$ cat src/hw/rtl/gldf_pkg.sv
// Shared types and constants of the greeting and length-prefixed deframer.
package gldf_pkg;

	// Stream phases, one-hot
	typedef enum logic [3:0] {
		PH_GREETING = 4'b0001,
		PH_HEADER   = 4'b0010,
		PH_PAYLOAD  = 4'b0100,
		PH_CLOSED   = 4'b1000
	} phase_t;

	// Reply codes
	localparam logic [1:0] REPLY_NONE   = 2'd0;
	localparam logic [1:0] REPLY_ACCEPT = 2'd1;
	localparam logic [1:0] REPLY_REJECT = 2'd2;

	// Error codes
	localparam logic [1:0] ERR_NONE      = 2'd0;
	localparam logic [1:0] ERR_TOO_LARGE = 2'd1;
	localparam logic [1:0] ERR_IMG_SHORT = 2'd2;

	// Framing constants
	localparam logic [31:0] GREETING_HEAD  = 32'hAAAABBBB;
	localparam logic [31:0] GREETING_SIZE  = 32'd4;
	localparam logic [31:0] IMAGE_HEAD     = 32'hABCDEEFF;
	localparam logic [3:0]  GREETING_LEN   = 4'd12;
	localparam logic [3:0]  HEADER_LEN     = 4'd8;
	localparam logic [31:0] IMAGE_MIN_EXCL = 32'd8;

	localparam int          LEN_W       = 24;
	localparam logic [LEN_W-1:0] MAX_LEN_RESET = 24'h100000;

	// One result item
	typedef struct packed {
		logic [7:0] payload_byte;
		logic       payload_valid;
		logic       payload_is_image;
		logic       payload_last;
		logic [1:0] reply_code;
		logic [1:0] error_code;
		logic       closed;
	} result_t;

endpackage

$ cat src/hw/rtl/gldf_parser.sv
// Per-byte framing state and result logic of the deframer.
module gldf_parser (
	input  logic                     clk,
	input  logic                     arst_n,
	input  logic                     step,
	input  logic [7:0]               rx_byte,
	input  logic [gldf_pkg::LEN_W-1:0] max_payload_len,
	output gldf_pkg::result_t        res
);
	import gldf_pkg::*;

	phase_t            phase_q, phase_d;
	logic [3:0]        count_q, count_d;
	logic [63:0]       shift_q, shift_d;
	logic [LEN_W-1:0]  remaining_q, remaining_d;
	logic              is_image_q, is_image_d;

	logic [3:0]        count_inc;
	logic [63:0]       shift_in;
	logic [31:0]       head;
	logic [31:0]       size;
	logic              size_too_large;
	logic              head_is_image;

	// Candidate header value with the new byte shifted in
	assign count_inc      = count_q + 4'd1;
	assign shift_in       = {shift_q[55:0], rx_byte};
	assign head           = shift_in[63:32];
	assign size           = shift_in[31:0];
	assign size_too_large = (size[31:LEN_W] != '0) || (size[LEN_W-1:0] > max_payload_len);
	assign head_is_image  = (head == IMAGE_HEAD);

	// Next state and result for the current item
	always_comb begin
		phase_d     = phase_q;
		count_d     = count_q;
		shift_d     = shift_q;
		remaining_d = remaining_q;
		is_image_d  = is_image_q;
		res         = '0;
		unique case (phase_q)
			PH_GREETING: begin
				if (count_q < HEADER_LEN) begin
					shift_d = shift_in;
				end
				count_d = count_inc;
				if (count_inc == GREETING_LEN) begin
					count_d = '0;
					if ((shift_q[63:32] == GREETING_HEAD) &&
					    (shift_q[31:0] == GREETING_SIZE)) begin
						res.reply_code = REPLY_ACCEPT;
						phase_d        = PH_HEADER;
					end else begin
						res.reply_code = REPLY_REJECT;
						phase_d        = PH_CLOSED;
					end
				end
			end
			PH_HEADER: begin
				shift_d = shift_in;
				count_d = count_inc;
				if (count_inc == HEADER_LEN) begin
					count_d = '0;
					if (size_too_large) begin
						res.error_code = ERR_TOO_LARGE;
						phase_d        = PH_CLOSED;
					end else if (head_is_image && (size <= IMAGE_MIN_EXCL)) begin
						res.error_code = ERR_IMG_SHORT;
						phase_d        = PH_CLOSED;
					end else begin
						is_image_d  = head_is_image;
						remaining_d = size[LEN_W-1:0];
						if (size != '0) begin
							phase_d = PH_PAYLOAD;
						end
					end
				end
			end
			PH_PAYLOAD: begin
				res.payload_byte     = rx_byte;
				res.payload_valid    = 1'b1;
				res.payload_is_image = is_image_q;
				if (remaining_q <= LEN_W'(1)) begin
					res.payload_last = 1'b1;
					remaining_d      = '0;
					phase_d          = PH_HEADER;
				end else begin
					remaining_d = remaining_q - LEN_W'(1);
				end
			end
			PH_CLOSED: begin
				phase_d = PH_CLOSED;
			end
			default: begin
				phase_d = PH_CLOSED;
			end
		endcase
		res.closed = (phase_d == PH_CLOSED);
	end

	// Advance the framing state on each processed item
	always_ff @(posedge clk or negedge arst_n) begin
		if (!arst_n) begin
			phase_q     <= PH_GREETING;
			count_q     <= '0;
			shift_q     <= '0;
			remaining_q <= '0;
			is_image_q  <= 1'b0;
		end else if (step) begin
			phase_q     <= phase_d;
			count_q     <= count_d;
			shift_q     <= shift_d;
			remaining_q <= remaining_d;
			is_image_q  <= is_image_d;
		end
	end

endmodule

$ cat src/hw/rtl/greeting_and_length_prefixed_deframer.sv
// Each item is held in the input register, then its result in the result register.
// Throughput: one item per cycle; the input register, the framing logic and
// the result register form a two-stage pipe that stalls only when the output is held.
// Reset: arst_n clears the pipe and the framing state to the greeting phase and
// sets max_payload_len to 1048576; the block accepts items in the first cycle after.
module greeting_and_length_prefixed_deframer (
	input  logic        clk,
	input  logic        arst_n,
	input  logic        cfg_we,
	input  logic [23:0] cfg_wdata,     // max_payload_len
	input  logic        s_tvalid,
	output logic        s_tready,
	input  logic [7:0]  s_tdata,       // [7:0] rx_byte
	output logic        m_tvalid,
	input  logic        m_tready,
	output logic [15:0] m_tdata,       // [7:0] payload_byte, [9:8] reply_code,
	                                   // [11:10] error_code, [12] closed, rest zero
	output logic [1:0]  m_tuser,       // [0] payload_valid, [1] payload_is_image
	output logic        m_tlast        // payload_last
);
	import gldf_pkg::*;

	logic [LEN_W-1:0] max_len_q;
	logic             valid_s1;
	logic [7:0]       byte_s1;
	logic             valid_s2;
	result_t          res_s2;
	result_t          res;
	logic             advance;

	// Move the input stage forward when the result register is empty or being read
	assign advance  = valid_s1 && (!valid_s2 || m_tready);
	assign s_tready = !valid_s1 || advance;

	// Hold the payload length limit
	always_ff @(posedge clk or negedge arst_n) begin
		if (!arst_n) begin
			max_len_q <= MAX_LEN_RESET;
		end else if (cfg_we) begin
			max_len_q <= cfg_wdata;
		end
	end

	// Input register
	always_ff @(posedge clk or negedge arst_n) begin
		if (!arst_n) begin
			valid_s1 <= 1'b0;
		end else if (s_tready) begin
			valid_s1 <= s_tvalid;
		end
	end

	always_ff @(posedge clk) begin
		if (s_tready && s_tvalid) begin
			byte_s1 <= s_tdata;
		end
	end

	gldf_parser u_parser (
		.clk             (clk),
		.arst_n          (arst_n),
		.step            (advance),
		.rx_byte         (byte_s1),
		.max_payload_len (max_len_q),
		.res             (res)
	);

	// Result register
	always_ff @(posedge clk or negedge arst_n) begin
		if (!arst_n) begin
			valid_s2 <= 1'b0;
		end else if (advance) begin
			valid_s2 <= 1'b1;
		end else if (m_tready) begin
			valid_s2 <= 1'b0;
		end
	end

	always_ff @(posedge clk) begin
		if (advance) begin
			res_s2 <= res;
		end
	end

	// Pack the result item
	assign m_tvalid = valid_s2;
	assign m_tdata  = {3'b000, res_s2.closed, res_s2.error_code, res_s2.reply_code,
	                   res_s2.payload_byte};
	assign m_tuser  = {res_s2.payload_is_image, res_s2.payload_valid};
	assign m_tlast  = res_s2.payload_last;

endmodule

$ cat config.mk
export PLATFORM = sky130hd
export DESIGN_NAME = greeting_and_length_prefixed_deframer
export DESIGN_NICKNAME = d
export VERILOG_FILES = /design/src/hw/rtl/gldf_pkg.sv /design/src/hw/rtl/gldf_parser.sv /design/src/hw/rtl/greeting_and_length_prefixed_deframer.sv
export SDC_FILE = /design/constraint.sdc
export NUM_CORES = 1
export LEC_CHECK = 0
export BUFFER_PORTS_ARGS = -buffer_cell sky130_fd_sc_hd__buf_2
export CAP_MARGIN = 20
export CORE_MARGIN = 4
export CORE_UTILIZATION = 40
export DETAILED_ROUTE_END_ITERATION = 10
export PLACE_DENSITY = 0.55
export SLEW_MARGIN = 20
export SYNTH_ARGS = -nofsm -noshare
export SYNTH_HDL_FRONTEND = slang
export SYNTH_SLANG_ARGS = --single-unit
export TNS_END_PERCENT = 50
$ cat constraint.sdc
create_clock -name clk -period 6.1 [get_ports clk]
set_clock_uncertainty 0.1 [all_clocks]
set_input_delay 1.22 -clock clk [delete_from_list [all_inputs] [get_ports clk]]
set_output_delay 1.22 -clock clk [all_outputs]
set_load 0.005 [all_outputs]
; Word level (Yosys, flattened, before mapping)
; Cells that the tools add are included.
[classes]
n_eq_ne = 13
bitwise_logic = 4
n_mux = 25
n_addsub = 2
n_reduce_logical = 21
order_cmp = 4
[ops]
columns = operator, n
row1 = $pmux W64 S2, 1
row2 = $mux W24, 4
row3 = $eq A32 B32 Y1 const B, 2
row4 = $mux W64, 1
row5 = $pmux W24 S2, 1
row6 = $mux W4, 9
row7 = $eq A32 B3 Y1 const B, 1
row8 = $le A32 B4 Y1 const B, 1
row9 = $reduce_bool A32 Y1, 1
row10 = $gt A24 B24 Y1, 1
row11 = $le A24 B1 Y1 const B, 1
row12 = $sub A24 B1 Y24 const B, 1
row13 = $eq A4 B4 Y1 const B, 3
row14 = $pmux W4 S3, 1
row15 = $reduce_and A5 Y1, 2
row16 = $pmux W4 S2, 1
row17 = $reduce_bool A8 Y1, 1
row18 = $reduce_and A2 Y1, 3
row19 = $reduce_bool A2 Y1, 3
row20 = $add A4 B1 Y4 const B, 1
row21 = $eq A4 B1 Y1 const B, 1
row22 = $eq A4 B2 Y1 const B, 1
row23 = $eq A4 B3 Y1 const B, 1
row24 = $logic_and A1 B1 Y1, 4
row25 = other kinds (11), 23
[totals]
out_inout_bits = 21
wordCells = 86
ff_bits = 147
input_bits = 37

; Logic depth before layout (Yosys ltp)
; Gate-level depths: netlist (run 1).
[logic_depth]
ltp_word = 7
depth_mapped = 11
mapped_depth_nobuf = 9

; Cells and area by module
; Synthesis (run 1) repeated with hierarchy kept, for this count alone.
[hier_totals]
cells_unflattened = 625
hier_area_um2 = 7303.3
[modules_own_cells]
columns = module, instances, seq_area_each_um2, cells_per_inst, area_per_inst_um2
row1 = gldf_parser, 1, 2428.6, 538, 5469.0
row2 = greeting_and_length_prefixed_deframer, 1, 1372.6, 87, 1834.3

; Least setup slack after synthesis (run 1)
; Ideal clock, no wire load.
[synth_path]
kind = in2reg
start = input port m_tready
end = register u_parser.remaining_q[0]
setup_slack_ns = 2.926
t_required_ns = 5.873
path_stages = 7
arrival_ns = 2.946
setup_ns = 0.127
path_buffers = 1
cell_sequence = nand2b_1 -> nand2_1 -> clkinv_1 -> nand2_1 -> o21a_1 -> buf_4 -> mux2_1
[synth_via]
elab_chain_cells = 3
[synth_lines]
columns = item, line_no
row1 = start: declaration, greeting_and_length_prefixed_deframer.sv:15  ; input logic m_tready,
row2 = $logic_or A1 B1 Y1, greeting_and_length_prefixed_deframer.sv:32  ; assign advance = valid_s1 && (!valid_s2 || m_tready);
row3 = $logic_and A1 B1 Y1, greeting_and_length_prefixed_deframer.sv:32
row4 = named net advance, greeting_and_length_prefixed_deframer.sv:29  ; logic advance;
row5 = $reduce_and A5 Y1 (no line), --
row6 = end signal: assignment, gldf_parser.sv:113  ; remaining_q <= remaining_d;
row7 = end: declaration, gldf_parser.sv:15  ; logic [LEN_W-1:0] remaining_q, remaining_d;
; The timed path passes the listed nets, and every way through them passes these cells.
; A chain may end at the register's enable or synchronous reset.

; Worst setup path in the final report (run 1)
; Ends and elaborated chain as after synthesis.

==> flow_metrics.tcl, run 1 <==
set metrics [dict create \
    hold_path.class "flip-flop to flip-flop" \
    clk_path_buf_depth 2 \
    fill_cells 1683 \
    rsz0062_at_grt "false" \
    fin_crit_sh_pct 69.9 \
    finalCriticalPeriod_ns 4.26 \
    first_iter_violations 395 \
    finalSetupViolations 0 \
    synth_area_mm2 0.00737 \
    finalHoldViolCount 0 \
    drt_wl_total_um 18700 \
    ys_seq_area_share_pct 51.6 \
    power_mw 2.33 \
    multi_input_area_mm2 0.00327 \
    cts_setup_buffers 0 \
    grt_max_degree 71 \
    die_area_mm2 0.0207 \
    leakage_nw 3.77 \
    yosys_warnings 0 \
    syn_to_final_growth_pct 13.4 \
    gp_congestion 0.861 \
    synthAdderAreaFrac_pct 4.59 \
    arrival_ns 4.47 \
    diodes 0 \
    vias 5641 \
    syn_inst 684 \
    grt_antenna_before_repair 0 \
    maxCapViolations 0 \
    ant_nets 0 \
    max_slew_margin_pct 28.7 \
    clk_latency_ns 0.42 \
    drcViolationCount 0 \
    avgSynthCellArea_um2 10.8 \
    cts.repair.resized 0 \
    worst_pin_slew_ns 1.07 \
    layout_common_cells "121 x dfrtp_1, 66 x mux2_2, 53 x buf_2" \
    pin_count 58 \
    final_nets 790 \
    fmax_mhz 234 \
    initial_core_util_pct 40.9 \
    grt_overflow 0 \
    synth_ff_type "dfrtp_1" \
    via_per_inst 5.83 \
    drv_slew 0 \
    cts_root_buffer "clkbuf_16" \
    placedCellCount 936 \
    cts_max_level 4 \
    grt_pass1_vias 5606 \
    path_max_fanout 27 \
    dp_slack_ns 1.49 \
    yosys.area_share.simple_pct 17.4 \
    die_w_um 144 \
    rows 49 \
    synthArstFlopShare_pct 83.7 \
    dr.pass1.iters 5 \
    crit_path_end_kind "flip-flop" \
    synth_edf_count 24 \
    grt_pass1_wl_um 30100 \
    p_per_area_mw_per_mm2 279 \
    setup_ws_ns 1.84 \
    synth_seq_cells 147 \
    grt_use_total_pct 18.8 \
    die_h_um 144 \
    cts_buffers 17 \
    numPortBuffers 54 \
    synth_top_family_by_area "simple AND/OR/NAND/NOR gates" \
    ctsHoldBuffers 0 \
    outcome "completed" \
    seq_area_mm2 0.00380 \
    wire_per_inst_um 19.3 \
    layout-drive-gt1-share_pct 22.6 \
    critical_path_class "input pin to flip-flop" \
    clk_pin_slew_worst_paths_ns 0.06 \
    synth-xor-area-share_pct 0.238 \
    cp.required_ns 6.30 \
    synth_mux_area_share_pct 10.6 \
    finish.utilization_pct 46.3 \
    synth-compound-area-share_pct 11.3 \
    dp_hpwl_um 12800 \
    peakVddDrop_v 0.000204 \
    fin_tns_setup_ns 0 \
    fin_cells 968 \
    cts_sinks 147 \
    tritoncts "built" \
    final_common_cell "dfrtp_1" \
    core_mm2 0.0180 \
    synth.distinct_cells 65 \
    worstSetupStartpointType "input pin" \
]
## final timing paths
path	from	end	slack, ns	cells after the start
setup reg to reg	u_parser.shift_q[14]	u_parser.remaining_q[0]	2.15	7
setup / recovery	m_tready	u_parser.remaining_q[0]	1.84	7
max in group asynchronous	arst_n	u_parser.shift_q[26]	3.75	2
min in group asynchronous	arst_n	u_parser.remaining_q[1]	0.74	1
hold / removal	u_parser.shift_q[57]	u_parser.shift_q[57]	0.40	1
hold reg to reg	u_parser.shift_q[57]	u_parser.shift_q[57]	0.40	1
## area by class of cell
type                            instances  share of cell area (%)
Sequential cell                       147                    45.5
Multi-Input combinational cell        470                    39.2
Clock buffer                           22                    5.95
Timing Repair Buffer                   58                    3.63
Tap cell                              229                    3.43
Inverter                               32                    1.44
Clock inverter                         10                   0.854
## where the power goes
group          total, mW  internal (mW)  switching, mW
logic              0.238         0.0907          0.147
registers           1.10           1.05         0.0523
clock network      0.995          0.580          0.415
total               2.33           1.72          0.615
## stage by stage
stage,hold WS (ns),area (µm²)
2_1_floorplan,0.357,7370
3_3_place_gp,0.386,7780
3_5_place_dp,0.386,7780
4_1_cts,0.400,8350
5_1_grt,0.419,8350
6_report,0.402,8350
## kinds of logic (layout without fill, tap and decap cells)
family / after synthesis / after routing
buffers and inverters: 69 / 122
and+or+nand+nor: 226 / 226
adders and majority gates: 27 / 27
AOI/OAI and AO/OA: 142 / 142
xor gates and xnor gates: 2 / 2
other: 1 / 3
DFF: 147 / 147
muxes: 70 / 70
## synth_stat cells, types with 3 or more instances
| cell type | number | share of area (%) |
|---|---|---|
| mux2_2 | 66 | 10 |
| nor4_1 | 40 | 3.4 |
| or4_1 | 5 | 0.51 |
| a31oi_1 | 5 | 0.42 |
| dfrtp_1 | 121 | 41 |
| a21oi_1 | 36 | 2.4 |
| nor4bb_1 | 4 | 0.54 |
| clkbuf_1 | 18 | 0.92 |
| o21ai_0 | 49 | 3.3 |
| o21a_1 | 5 | 0.51 |
| o31a_1 | 3 | 0.36 |
| nand4_1 | 14 | 1.2 |
| a32oi_1 | 3 | 0.36 |
| nand2_1 | 46 | 2.3 |
| o22ai_1 | 23 | 2.0 |
| buf_2 | 10 | 0.68 |
| or2_2 | 3 | 0.25 |
| buf_4 | 6 | 0.61 |
| nor4b_1 | 4 | 0.48 |
| or3_1 | 6 | 0.51 |
| edfxtp_1 | 24 | 9.8 |
| nor3_1 | 15 | 1.0 |
| mux2i_1 | 3 | 0.41 |
| ha_1 | 27 | 4.6 |
| nor2_1 | 38 | 1.9 |
| a22oi_1 | 3 | 0.31 |
| nor3b_1 | 3 | 0.31 |
| and2_1 | 12 | 1.0 |
| inv_1 | 31 | 1.6 |
| or4bb_1 | 3 | 0.46 |
| nand4b_1 | 3 | 0.36 |
| nand3_1 | 8 | 0.54 |
| nand2b_1 | 6 | 0.51 |
## critical path, stage by stage
cell and delay (ns):
buf_2 0.10, nand2b_1 0.18, nand2_1 0.80, clkinv_1 0.22, nand2_1 0.65, o21a_1 0.89, mux2_1 0.38
## state kept, by name, indices dropped and copies added (netlist names)
name                  flops
byte_s1                   8
m_tdata                  13
m_tlast                   1
m_tuser                   2
m_tvalid                  1
max_len_q                24
u_parser.count_q          4
u_parser.is_image_q       1
u_parser.phase_q          4
u_parser.remaining_q     24
u_parser.shift_q         64
valid_s1                  1
## layer usage
metal  track usage (%)  vias up  share of wire (%)
li1                  -     2631                  -
met1              25.6     2798                 46
met2              29.4      178                 45
met3              3.99       34                5.6
met4              7.73        0                2.8
met5                 0        -                  0
(Power assumes the default switching activity.)
==> inputs of run 2 (changes only) <==
- PLACE_DENSITY: 0.55 -> 0.57
- clock period: 6.1 -> 3.5 ns (I/O delays scaled with it)
==> flow_metrics.tcl, run 2 (same netlist as run 1, synthesis figures left out) <==
set metrics [dict create \
    first_iter_violations 484 \
    fmax_mhz 307 \
    syn_to_final_growth_pct 15.6 \
    rows 49 \
    drv_slew 0 \
    vias 5821 \
    cp.required_ns 3.74 \
    pin_count 58 \
    outcome "completed" \
    drcViolationCount 0 \
    drt_wl_total_um 19400 \
    path_max_fanout 23 \
    fin_cells 986 \
    grt_overflow 0 \
    die_area_mm2 0.0207 \
    cts_setup_buffers 0 \
    worstSetupStartpointType "flip-flop" \
    maxCapViolations 0 \
    cts_root_buffer "clkbuf_16" \
    critical_path.top_delay_family "compound AO/OA/AOI/OAI gates" \
    arrival_ns 3.50 \
    grt_pass1_vias 5794 \
    initial_core_util_pct 40.9 \
    peakVddDrop_v 0.000356 \
    endpoint "u_parser.remaining_q[1]" \
    critPathBufInv 2 \
    top_regs "u_parser.shift_q x64, max_len_q x24, u_parser.remaining_q x24" \
    max_stage_delay_ns 0.58 \
    layout-drive-gt1-share_pct 24.6 \
    crit_path_end_kind "flip-flop" \
    diodes 0 \
    clk_latency_ns 0.43 \
    final_nets 808 \
    top_register "u_parser.shift_q" \
    dp_slack_ns 0.290 \
    cp_num_cells 9 \
    numPortBuffers 54 \
    core_mm2 0.0180 \
    cts_buffers 17 \
    placedCellCount 954 \
    fin_crit_sh_pct 93.0 \
    layout_common_cells "121 x dfrtp_1, 66 x mux2_2, 53 x buf_2" \
    ant_nets 0 \
    grt_use_total_pct 19.8 \
    final_common_cell "dfrtp_1" \
    cts.repair.resized 0 \
    critical_path_class "flip-flop to flip-flop" \
    grt_pass1_wl_um 31800 \
    gp_congestion 0.916 \
    hold_path.class "input pin to asynchronous set/reset pin" \
    cp-startpoint "max_len_q[20]" \
    die_h_um 144 \
    grt_max_degree 48 \
    finalCriticalPeriod_ns 3.26 \
    clk_pin_slew_worst_paths_ns 0.07 \
    reg2reg_depth 9 \
    cts_sinks 147 \
    r2r_slack_ns 0.24 \
    tritoncts "built" \
    setup_ws_ns 0.244 \
    ctsHoldBuffers 0 \
    path_cells "inv_1, ha_1, nand4_1, nor4_1, o31ai_1, a21oi_1, o21a_1, buf_4, mux2i_1" \
    worst_pin_slew_ns 0.703 \
    fin_tns_setup_ns 0 \
    die_w_um 144 \
    via_per_inst 5.90 \
    largest_reg_flops 64 \
    r2r_start "max_len_q[20]" \
    rsz0062_at_grt "false" \
    finalHoldViolCount 0 \
    cts_max_level 4 \
    dr.pass1.iters 5 \
    clk_path_buf_depth 2 \
    finalSetupViolations 0 \
    dp_hpwl_um 13500 \
    r2r-end "u_parser.remaining_q[1]" \
    max_slew_margin_pct 53.0 \
    wire_per_inst_um 19.7 \
    cpMaxStageDelayCell "nor4_1" \
    leakage_nw 3.87 \
    grt_antenna_before_repair 0 \
    p_per_area_mw_per_mm2 487 \
]
run 2: how the worst min path moves through the flow:
stage | start | endpoint | cells after the start
finish | arst_n | u_parser.remaining_q[13] | 1
global route | arst_n | max_len_q[22] | 1
CTS | arst_n | u_parser.shift_q[3] | 1
detailed placement | valid_s1 | m_tvalid | 1
global placement | valid_s1 | m_tvalid | 1
floorplan | arst_n | m_tvalid | 0
run 2: cell type report:
class / count / area, µm²
Inverter: 32 / 120
Timing Repair Buffer: 76 / 463
Clock inverter: 12 / 121
Sequential cell: 147 / 3800
Tap cell: 229 / 287
Clock buffer: 20 / 457
Multi-Input combinational cell: 470 / 3270
Fill cell: 1674 / 9510
run 2: routing by layer:
metal | share of wire (%) | vias up | global-route usage, %
met2 | 46 | 247 | 30.9
met4 | 2.2 | 0 | 6.39
met3 | 6.7 | 31 | 4.93
met1 | 45 | 2880 | 27.3
li1 | - | 2663 | -
met5 | 0 | - | 0
run 2: per-stage QoR:
| step | utilization, % | power, mW | hold slack (ns) | cell area, µm² |
|---|---|---|---|---|
| floorplan | - | 2.18 | 0.304 | 7370 |
| global placement | 44.0 | 2.38 | 0.374 | 7940 |
| detailed placement | 44.0 | 2.39 | 0.382 | 7940 |
| CTS | 47.2 | 4.18 | 0.165 | 8520 |
| global route | 47.2 | 4.32 | 0.186 | 8520 |
| finish | 47.2 | 4.15 | 0.154 | 8520 |
run 2: where the power goes:
part,internal (mW),leakage [nW],switching (mW),total [mW]
Combinational,0.173,1.72,0.273,0.446
Sequential,1.83,1.87,0.0888,1.91
Clock,1.03,0.279,0.755,1.78
==> inputs of run 3 (changes only) <==
==> constraint.sdc (replaced) <==
create_clock -name clk -period 3.5 [get_ports clk]
set_clock_uncertainty 0.1 [all_clocks]
set_input_delay 0.175 -clock clk [delete_from_list [all_inputs] [get_ports clk]]
set_output_delay 0.175 -clock clk [all_outputs]
set_load 0.005 [all_outputs]
==> flow_metrics.tcl, run 3 (same netlist as run 1, synthesis figures left out) <==
set metrics [dict create \
    dp_hpwl_um 13800 \
    clk_path_buf_depth 2 \
    worstSetupStartpointType "flip-flop" \
    core_mm2 0.0180 \
    critical_path_class "flip-flop to flip-flop" \
    ant_nets 0 \
    cts_sinks 147 \
    leakage_nw 3.99 \
    drt_wl_total_um 19900 \
    tritoncts "built" \
    max_stage_delay_ns 0.54 \
    power_mw 4.14 \
    cts.repair.resized 0 \
    grt_overflow 0 \
    via_per_inst 5.80 \
    hold_path.class "input pin to flip-flop" \
    final_nets 841 \
    diodes 0 \
    clk_pin_slew_worst_paths_ns 0.06 \
    grt_pass1_wl_um 32200 \
    max_slew_margin_pct 42.1 \
    clk_latency_ns 0.43 \
    layout_common_cells "121 x dfrtp_1, 66 x mux2_2, 53 x buf_2" \
    cpMaxStageDelayCell "a21oi_1" \
    wire_per_inst_um 19.5 \
    vias 5911 \
    grt_antenna_before_repair 0 \
    drv_slew 0 \
    cts_buffers 17 \
    dr.pass1.iters 5 \
    path_max_fanout 15 \
    initial_core_util_pct 40.9 \
    path_cells "inv_1, ha_1, nand4_1, nor4_1, o31ai_1, a21oi_1, o21a_1, buf_4, o22ai_1" \
    arrival_ns 3.26 \
    die_w_um 144 \
    peakVddDrop_v 0.000363 \
    top_regs "u_parser.shift_q x64, max_len_q x24, u_parser.remaining_q x24" \
    p_per_area_mw_per_mm2 469 \
    worst_pin_slew_ns 0.869 \
    drcViolationCount 0 \
    pin_count 58 \
    r2r_slack_ns 0.42 \
    die_h_um 144 \
    outcome "completed" \
    syn_to_final_growth_pct 19.6 \
    largest_reg_flops 64 \
    cts_root_buffer "clkbuf_16" \
    finalHoldViolCount 0 \
    rows 49 \
    critical_path.top_delay_family "compound AO/OA/AOI/OAI gates" \
    first_iter_violations 499 \
    top_register "u_parser.shift_q" \
    fin_tns_setup_ns 0 \
    maxCapViolations 0 \
    gp_congestion 0.885 \
    die_area_mm2 0.0207 \
    finalCriticalPeriod_ns 3.08 \
    rsz0062_at_grt "false" \
    finalSetupViolations 0 \
    cts_max_level 4 \
    layout-drive-gt1-share_pct 23.3 \
    fmax_mhz 325 \
    crit_path_end_kind "flip-flop" \
    cts_setup_buffers 0 \
    grt_pass1_vias 5997 \
    grt_use_total_pct 20.1 \
    final_common_cell "dfrtp_1" \
    fin_crit_sh_pct 87.9 \
    critPathBufInv 2 \
    cp.required_ns 3.69 \
    grt_max_degree 66 \
    numPortBuffers 54 \
]
## run 3: changes by cell type in the layout (fill, tap and decap cells not counted), moves of 2 or more
cell           before  now
clkinv_4            4    2
clkinv_2            0    2
inv_6               4    8
dlygate4sd3_1       0   36
clkbuf_8            2    0
buf_12              2    0
## run 3: worst paths after layout
check / cells after the start / endpoint / from
worst max register to register: 9 / u_parser.remaining_q[22] / max_len_q[20]
min in group asynchronous: 2 / u_parser.remaining_q[1] / arst_n
max in group asynchronous: 3 / max_len_q[20] / arst_n
worst min-delay path: 3 / max_len_q[20] / cfg_we
worst max-delay path: 9 / u_parser.remaining_q[22] / max_len_q[20]
worst min register to register: 2 / u_parser.phase_q[0] / u_parser.phase_q[0]
## run 3: power by group
group	switching (mW)	total, mW	internal, mW
clock	0.774	1.74	0.966
combinational	0.285	0.486	0.200
sequential	0.0846	1.91	1.83
total	1.14	4.14	2.99
## run 3: through the flow
stage          instance area [µm²]  worst slack [ns]  cells  utilization (%)  hold WS (ns)
6_report                      8810             0.425   1019             48.9         0.175
5_1_grt                       8810             0.141   1019             48.9         0.218
4_1_cts                       8810             0.497   1019             48.9         0.170
3_5_place_dp                  7890             0.513    951             43.8         0.240
3_3_place_gp                  7890             0.567    951             43.8         0.243
2_1_floorplan                 7370             0.824    686                -        -0.221
## run 3: final cells by class
type                            instances  area, µm²
Clock buffer                           18        450
Clock inverter                         14        113
Sequential cell                       147       3800
Timing Repair Buffer                  109        776
Inverter                               32        120
Fill cell                            1656       9210
Tap cell                              229        287
Multi-Input combinational cell        470       3270
## run 3: routing by layer
| layer | vias to the layer above | part of all wire, % | global-route usage [%] |
|---|---|---|---|
| met5 | - | 0 | 0 |
| met4 | 0 | 1.9 | 6.00 |
| met3 | 24 | 6.5 | 4.46 |
| met2 | 224 | 47 | 32.4 |
| met1 | 2928 | 45 | 27.4 |
| li1 | 2735 | - | - |
## run 3: what timing repair did
action                                  CTS  global route
endpoints found under the setup margin    0             0
hold buffers                             36             0
hold endpoints to repair                 95             0
## run 3: worst min-delay path, cell delays in order
cell and delay, ns:
buf_2 0.31, nand2_1 0.12, o21ai_0 0.07
